File: config.mk
export PLATFORM = sky130hd
export DESIGN_NAME = rwsh_mul
export DESIGN_NICKNAME = d
export VERILOG_FILES = /design/src/design/rwsh_pkg.sv /design/src/design/rwsh_mul.sv
export SDC_FILE = /design/constraint.sdc
export NUM_CORES = 2
export LEC_CHECK = 0
export ABC_AREA = 1
export BUFFER_PORTS_ARGS = -buffer_cell sky130_fd_sc_hd__buf_4
export CORE_AREA = 5 5 352 354
export CTS_BUF_LIST = sky130_fd_sc_hd__clkbuf_16
export DETAILED_ROUTE_END_ITERATION = 16
export DIE_AREA = 0 0 357 359
export PLACE_DENSITY = 0.69
export SETUP_SLACK_MARGIN = 0.02
export SYNTH_ARGS = -nofsm -noshare
export SYNTH_HDL_FRONTEND = slang
export SYNTH_SLANG_ARGS = --single-unit
export TNS_END_PERCENT = 20
File: constraint.sdc
create_clock -name clk -period 7 [get_ports clk]
set_input_delay 1.75 -clock clk [delete_from_list [all_inputs] [get_ports clk]]
set_output_delay 1.75 -clock clk [all_outputs]
set_load 0.01 [all_outputs]
File: src/design/rwsh_pkg.sv
`default_nettype none
package rwsh_pkg;

    localparam int unsigned WordW   = 64;
    localparam int unsigned BufW    = 6;
    localparam int unsigned MinTail = 2;
    localparam int unsigned PairTail = 4;
    localparam int unsigned CntW    = 3;
    localparam int unsigned CfgIdxW = 8;

    localparam logic [CfgIdxW-1:0] REG_START_SEED  = 8'd0;
    localparam logic [CfgIdxW-1:0] REG_SECRET_ZERO = 8'd1;
    localparam logic [CfgIdxW-1:0] REG_SECRET_ONE  = 8'd2;
    localparam logic [CfgIdxW-1:0] REG_SECRET_TWO  = 8'd3;

    localparam logic [WordW-1:0] START_SEED_RST  = 64'd13679853920966426665;
    localparam logic [WordW-1:0] SECRET_ZERO_RST = 64'd3257665815644502181;
    localparam logic [WordW-1:0] SECRET_ONE_RST  = 64'd10067880064238660809;
    localparam logic [WordW-1:0] SECRET_TWO_RST  = 64'd5418857496715711651;

    localparam logic OP_ABSORB = 1'b0;
    localparam logic OP_FINISH = 1'b1;

    typedef enum logic [3:0] {
        S_IDLE,
        S_DISPATCH,
        S_FOLD,
        S_LOAD_A,
        S_LOAD_B,
        S_MUL,
        S_WAIT,
        S_POST,
        S_WRITE
    } seq_state_t;

    typedef enum logic [2:0] {
        J_OPEN,
        J_LANE_A,
        J_LANE_B,
        J_LANE_C,
        J_FIN1,
        J_FIN2,
        J_FINMUL,
        J_FINAL
    } job_t;

    typedef struct packed {
        logic             start;
        logic [WordW-1:0] a;
        logic [WordW-1:0] b;
    } mul_req_t;

    typedef struct packed {
        logic             done;
        logic [WordW-1:0] lo;
        logic [WordW-1:0] hi;
    } mul_rsp_t;

endpackage
`default_nettype wire

File: src/design/rwsh_mul.sv
`default_nettype none
module rwsh_mul
    import rwsh_pkg::*;
(
    input  wire logic clk,
    input  wire logic rst_n,
    input  wire mul_req_t req,
    output mul_rsp_t  rsp
);

    logic [WordW-1:0]   a_reg;
    logic [WordW-1:0]   b_reg;
    logic [WordW-1:0]   pp_reg;
    logic [2*WordW-1:0] acc_reg;
    logic [2:0]         cnt_reg;
    logic               busy_reg;
    logic               done_reg;

    logic [31:0]        x_half;
    logic [31:0]        y_half;
    logic [1:0]         prev;
    logic [2*WordW-1:0] pp_sh;

    // partial product order: ll, lh, hl, hh
    always_comb
    begin
        x_half = cnt_reg[1] ? a_reg[63:32] : a_reg[31:0];
        y_half = cnt_reg[0] ? b_reg[63:32] : b_reg[31:0];
        prev   = 2'(cnt_reg - 3'd1);
        unique case (prev)
            2'd0:    pp_sh = {64'd0, pp_reg};
            2'd3:    pp_sh = {pp_reg, 64'd0};
            default: pp_sh = {32'd0, pp_reg, 32'd0};
        endcase
    end

    always_ff @(posedge clk or negedge rst_n)
    begin
        if (!rst_n)
        begin
            busy_reg <= 1'b0;
            done_reg <= 1'b0;
            cnt_reg  <= '0;
        end
        else
        begin
            done_reg <= 1'b0;
            if (req.start)
            begin
                busy_reg <= 1'b1;
                cnt_reg  <= '0;
            end
            else if (busy_reg)
            begin
                cnt_reg <= cnt_reg + 3'd1;
                if (cnt_reg == 3'd4)
                begin
                    busy_reg <= 1'b0;
                    done_reg <= 1'b1;
                end
            end
        end
    end

    always_ff @(posedge clk)
    begin
        if (req.start)
        begin
            a_reg   <= req.a;
            b_reg   <= req.b;
            acc_reg <= '0;
        end
        else if (busy_reg)
        begin
            if (cnt_reg != 3'd4)
                pp_reg <= x_half * y_half;
            if (cnt_reg != 3'd0)
                acc_reg <= acc_reg + pp_sh;
        end
    end

    assign rsp.done = done_reg;
    assign rsp.lo   = acc_reg[63:0];
    assign rsp.hi   = acc_reg[127:64];

endmodule
`default_nettype wire

Word-level counts from Yosys, hierarchy flattened
Cells that the tools add are included.
Cells by class
  muxes and demuxes: 11
  equal/unequal tests: 3
  add/sub/neg operators: 3
  multipliers: 1
  bitwise logic cells: 1
  reduce and logical (&&, ||, !) cells: 5
Operators by type and width (count)
  case mux 128 bit (2 select lines): 1
  adder 128 bit: 1
  multiplier 32 x 32 -> 64 bit: 1
  two-way mux 32 bit: 2
  two-way mux 1 bit: 6
  two-way mux 3 bit: 2
  adder 3 x 1 -> 3 bit (second input constant): 1
  equality test 3 bit (second input constant): 1
  != test 3 bit (second input constant): 1
  AND reduction 3 bit: 1
  nonzero test 3 bit: 1
  equality test 2 bit (second input constant): 1
  zero test 2 bit: 1
  AND reduction 2 bit: 1
  nonzero test 2 bit: 1
  subtractor 2 x 1 -> 2 bit (second input constant): 1
  NOT 1 bit: 1
Storage, ports and cells
  output and inout port bits: 129
  flip-flop bits (word level): 325
  logic and storage cells: 31
  input bits: 131

Depth between registers and ports, before layout
  depth after elaboration: 4
  depth in mapped cells: 38
  mapped depth without buffers: 34

Worst setup path before layout
No wires, ideal clock.
  kind: register to register
  from: register cnt_reg[0]
  to: register pp_reg[59], data pin
  data arrival time: 7.056 ns
  data required time: 6.744 ns
  library setup time: 0.256 ns
  path buffers: 4
  period minus slack after synthesis: 7.312 ns
  path slack: -0.312 ns
  stages on the path, launching flop included: 33
  cells stage by stage: dfrtp_1 buf_4 buf_2 buf_2 o21ai_2 buf_2 nor2_1 fa_1 fa_1 fa_1 inv_1 fa_1 inv_1 fa_1 inv_1 fa_1 inv_1 fa_1 inv_1 fa_1 inv_1 ha_1 a21oi_1 a21boi_0 o21ai_1 nand2_1 nand2_1 nand2_1 nand3_1 nand2_1 inv_1 o21bai_1 nand2_1
Between the ends
  cells in the longest elaborated chain, start to end: 2
Ends and longest elaborated chain
  start: declaration: RTL line rwsh_mul.sv:15  | logic [2:0] cnt_reg;
  start signal: assignment: RTL line rwsh_mul.sv:55  | cnt_reg <= cnt_reg + 3'd1;
  two-way mux 32 bit: RTL line rwsh_mul.sv:28  | y_half = cnt_reg[0] ? b_reg[63:32] : b_reg[31:0];
  multiplier 32 x 32 -> 64 bit: RTL line rwsh_mul.sv:76  | pp_reg <= x_half * y_half;
  end signal: assignment: RTL line rwsh_mul.sv:76
  end: declaration: RTL line rwsh_mul.sv:13  | logic [WordW-1:0] pp_reg;
No other way between the ends.
A chain may end at the register's enable or synchronous reset.

Worst setup path in the final report
  from: register cnt_reg[1]
  to: register pp_reg[55], data pin
Between the ends
  cells in the longest elaborated chain, start to end: 2
Ends and longest elaborated chain
  two-way mux 32 bit: RTL line rwsh_mul.sv:27  | x_half = cnt_reg[1] ? a_reg[63:32] : a_reg[31:0];
  multiplier 32 x 32 -> 64 bit: RTL line rwsh_mul.sv:76
No other way between the ends.

==> impl_metrics.ini <==
[place]
gp_routability_congestion = 1.04
port_buffers = 259
pre_cts_ws_ps = -895
postPlaceCellArea_um2 = 69200
dp_hpwl_mm = 219

[cts]
cts_tree = yes
cts_max_level = 2
clock_latency_ps = 680
cts_buffer_depth = 3
cts_sinks = 325
cts-root-buf = clkbuf_16
cts_buffers = 43
clk_pin_slew_ps = 60

[sta]
fin_ws_ps = -532
slew_violations = 0
whs_ps = 547
hold_viol = 0
skew_ps = 45.4
relSlewSlack_pct = 33.2
setup_violations = 45
rsz0062_at_grt = true
max_freq_ghz = 0.133
tightest_slew_ps = 1000
fin_crit_sh_pct = 108
min_period_ps = 7530

[floorplan]
die_x_um = 357
num_rows = 128
die_h_um = 359
die-area_um2 = 128000
io_pins = 260
initial_core_util_pct = 49.5
core_area_um2 = 121000

[routing]
dr.pass1.iters = 9
num_vias = 57733
viasPerCell = 5.24
wl_mm = 255
drtIter0Drc = 5328
drc = 0
wl_per_cell_um = 23.1
drt.antenna.violating_nets = 0

[synth]
ys.warnings.count = 0
synth_seq_cells = 325
ys_top_cells_by_area = fa_1, nand2_1, inv_1
synth.distinct_cells = 47
yosys.area.top_type = fa_1
synth_cells = 8471
synth.top_cell.area_share_pct = 30.1
yosys-top-cells-count = nand2_1, inv_1, nor2_1
synth.most_common_cell = nand2_1
syn_area_um2 = 59700
syn_area_per_cell_um2 = 7.05
synth_edf_count = 192
seq_area_frac_synth_pct = 14.2
ys_async_sr_fraction_pct = 1.54
synth_fp_nets = 9892
synthFlopType = edfxtp_1

[hold_path]
hp-start = acc_reg[2]
min_path_cells = 2
holdPathEnd = acc_reg[2]
min_path_type = register to register

[grt]
grt_pass1_vias = 59161
overflow = 0
antenna_found_initial = 5
use_met3_pct = 7.50
grt_pass1_wl_mm = 372
grtUsageMet1_pct = 46.4
met2_usage_pct = 65.9
top_usage_layer = met2
gr-usage-all-layers_pct = 39.5
grt_start_max_net_pins = 166

[critical_path]
start_kind = register
r2r_start = cnt_reg[1]
critPathKind = register to register
reg2reg_depth = 29
critical_path_required_ps = 7460
arrival_ps = 8000
end_kind = register
slowest_stage = fa_1
cp_top_family = adder cells
crit_top_cell = fa_1
r2r_end = pp_reg[55]
slowest_delay_ps = 580
rrSetupSlack_ps = -530
cp_max_fo = 24
critPathBufInv = 9

[final_layout]
largest_reg_flops = 128
fin_area_um2 = 73600
drive_above_1_share_pct = 18.1
final_nets = 10769
fin_util_pct = 60.9
area_delta_synth_final_pct = 23.2

[status]
status = complete, but fails checks
violations = negative setup slack

[run]
drv_cap = 0
how the worst max path moves through the flow:
stage / slack [ps] / depth (start not counted) / start / end
global route: -780 / 32 / cnt_reg[1] / pp_reg[55]
floorplan: -4 / 31 / cnt_reg[1] / pp_reg[56]
global placement: -820 / 30 / cnt_reg[1] / pp_reg[55]
finish: -530 / 29 / cnt_reg[1] / pp_reg[55]
detailed placement: -900 / 32 / cnt_reg[0] / pp_reg[39]
CTS: -600 / 31 / cnt_reg[1] / pp_reg[55]
cell usage in the layout, fill, tap and decap left out, drive strengths merged, types with 14 or more instances in the layout:
cell,count
nand2,2250
buf,1048
nor2,1251
o21bai,14
nor3,44
or2,64
clkbuf,51
edfxtp,192
o22ai,64
inv,2169
a31oi,17
dfxtp,128
xnor2,21
a21o,19
o21ai,189
nand4,29
xor2,99
nand3,193
fa,897
clkinv,37
ha,393
a21oi,163
timing repair:
item,CTS,global route
pin swaps,85,93
gates resized for setup,247,226
hold buffers,0,0
setup buffers,49,55
endpoints found under the setup margin,50,53
gates cloned,1,6
endpoints found under the hold margin,0,0
through the flow:
| step | instances | setup TNS (ps) |
|---|---|---|
| detailed placement | 10818 | -28750 |
| floorplan | 8471 | -8.10 |
| global route | 11008 | -28030 |
| CTS | 10947 | -17390 |
| finish | 11012 | -16760 |
| global placement | 10818 | -25510 |
kinds of logic (layout without fill, tap and decap cells):
family          count (synthesis)  count (layout)  share of synthesized area, %
compound gates                491             492                          4.78
xor+xnor                      120             120                          1.76
fa+ha+maj                    1290            1290                          38.3
buf+inv                      2402            3313                          15.3
flops                         325             325                          14.2
other cells                     0               4                             0
simple gates                 3843            3843                          25.7
layout make-up:
type	count	area (um2)
multi-input cells	5745	43900
inverters	2179	8230
flip-flops and latches	325	8460
clock buffers	45	1130
diodes	4	10.0
well taps	1625	2030
fillers	11337	47200
repair buffers	1054	9550
clock inverters	35	277
worst min-delay path: cells and delay by family, from the launching register on:
family             cells  cell delay (ps)
AOI/OAI and AO/OA      1               40
DFF                    1              340
and+or+nand+nor        1              110
routing by layer:
layer / part of all wire [%] / vias to the layer above
li1: - / 26485
met1: 36 / 27590
met2: 47 / 2845
met3: 8.3 / 811
met4: 8.7 / 2
met5: 0.0051 / -
Power is left out: the tool's default activity adds up to more than one toggle a clock period on the data nets, which glitch-free logic cannot reach.
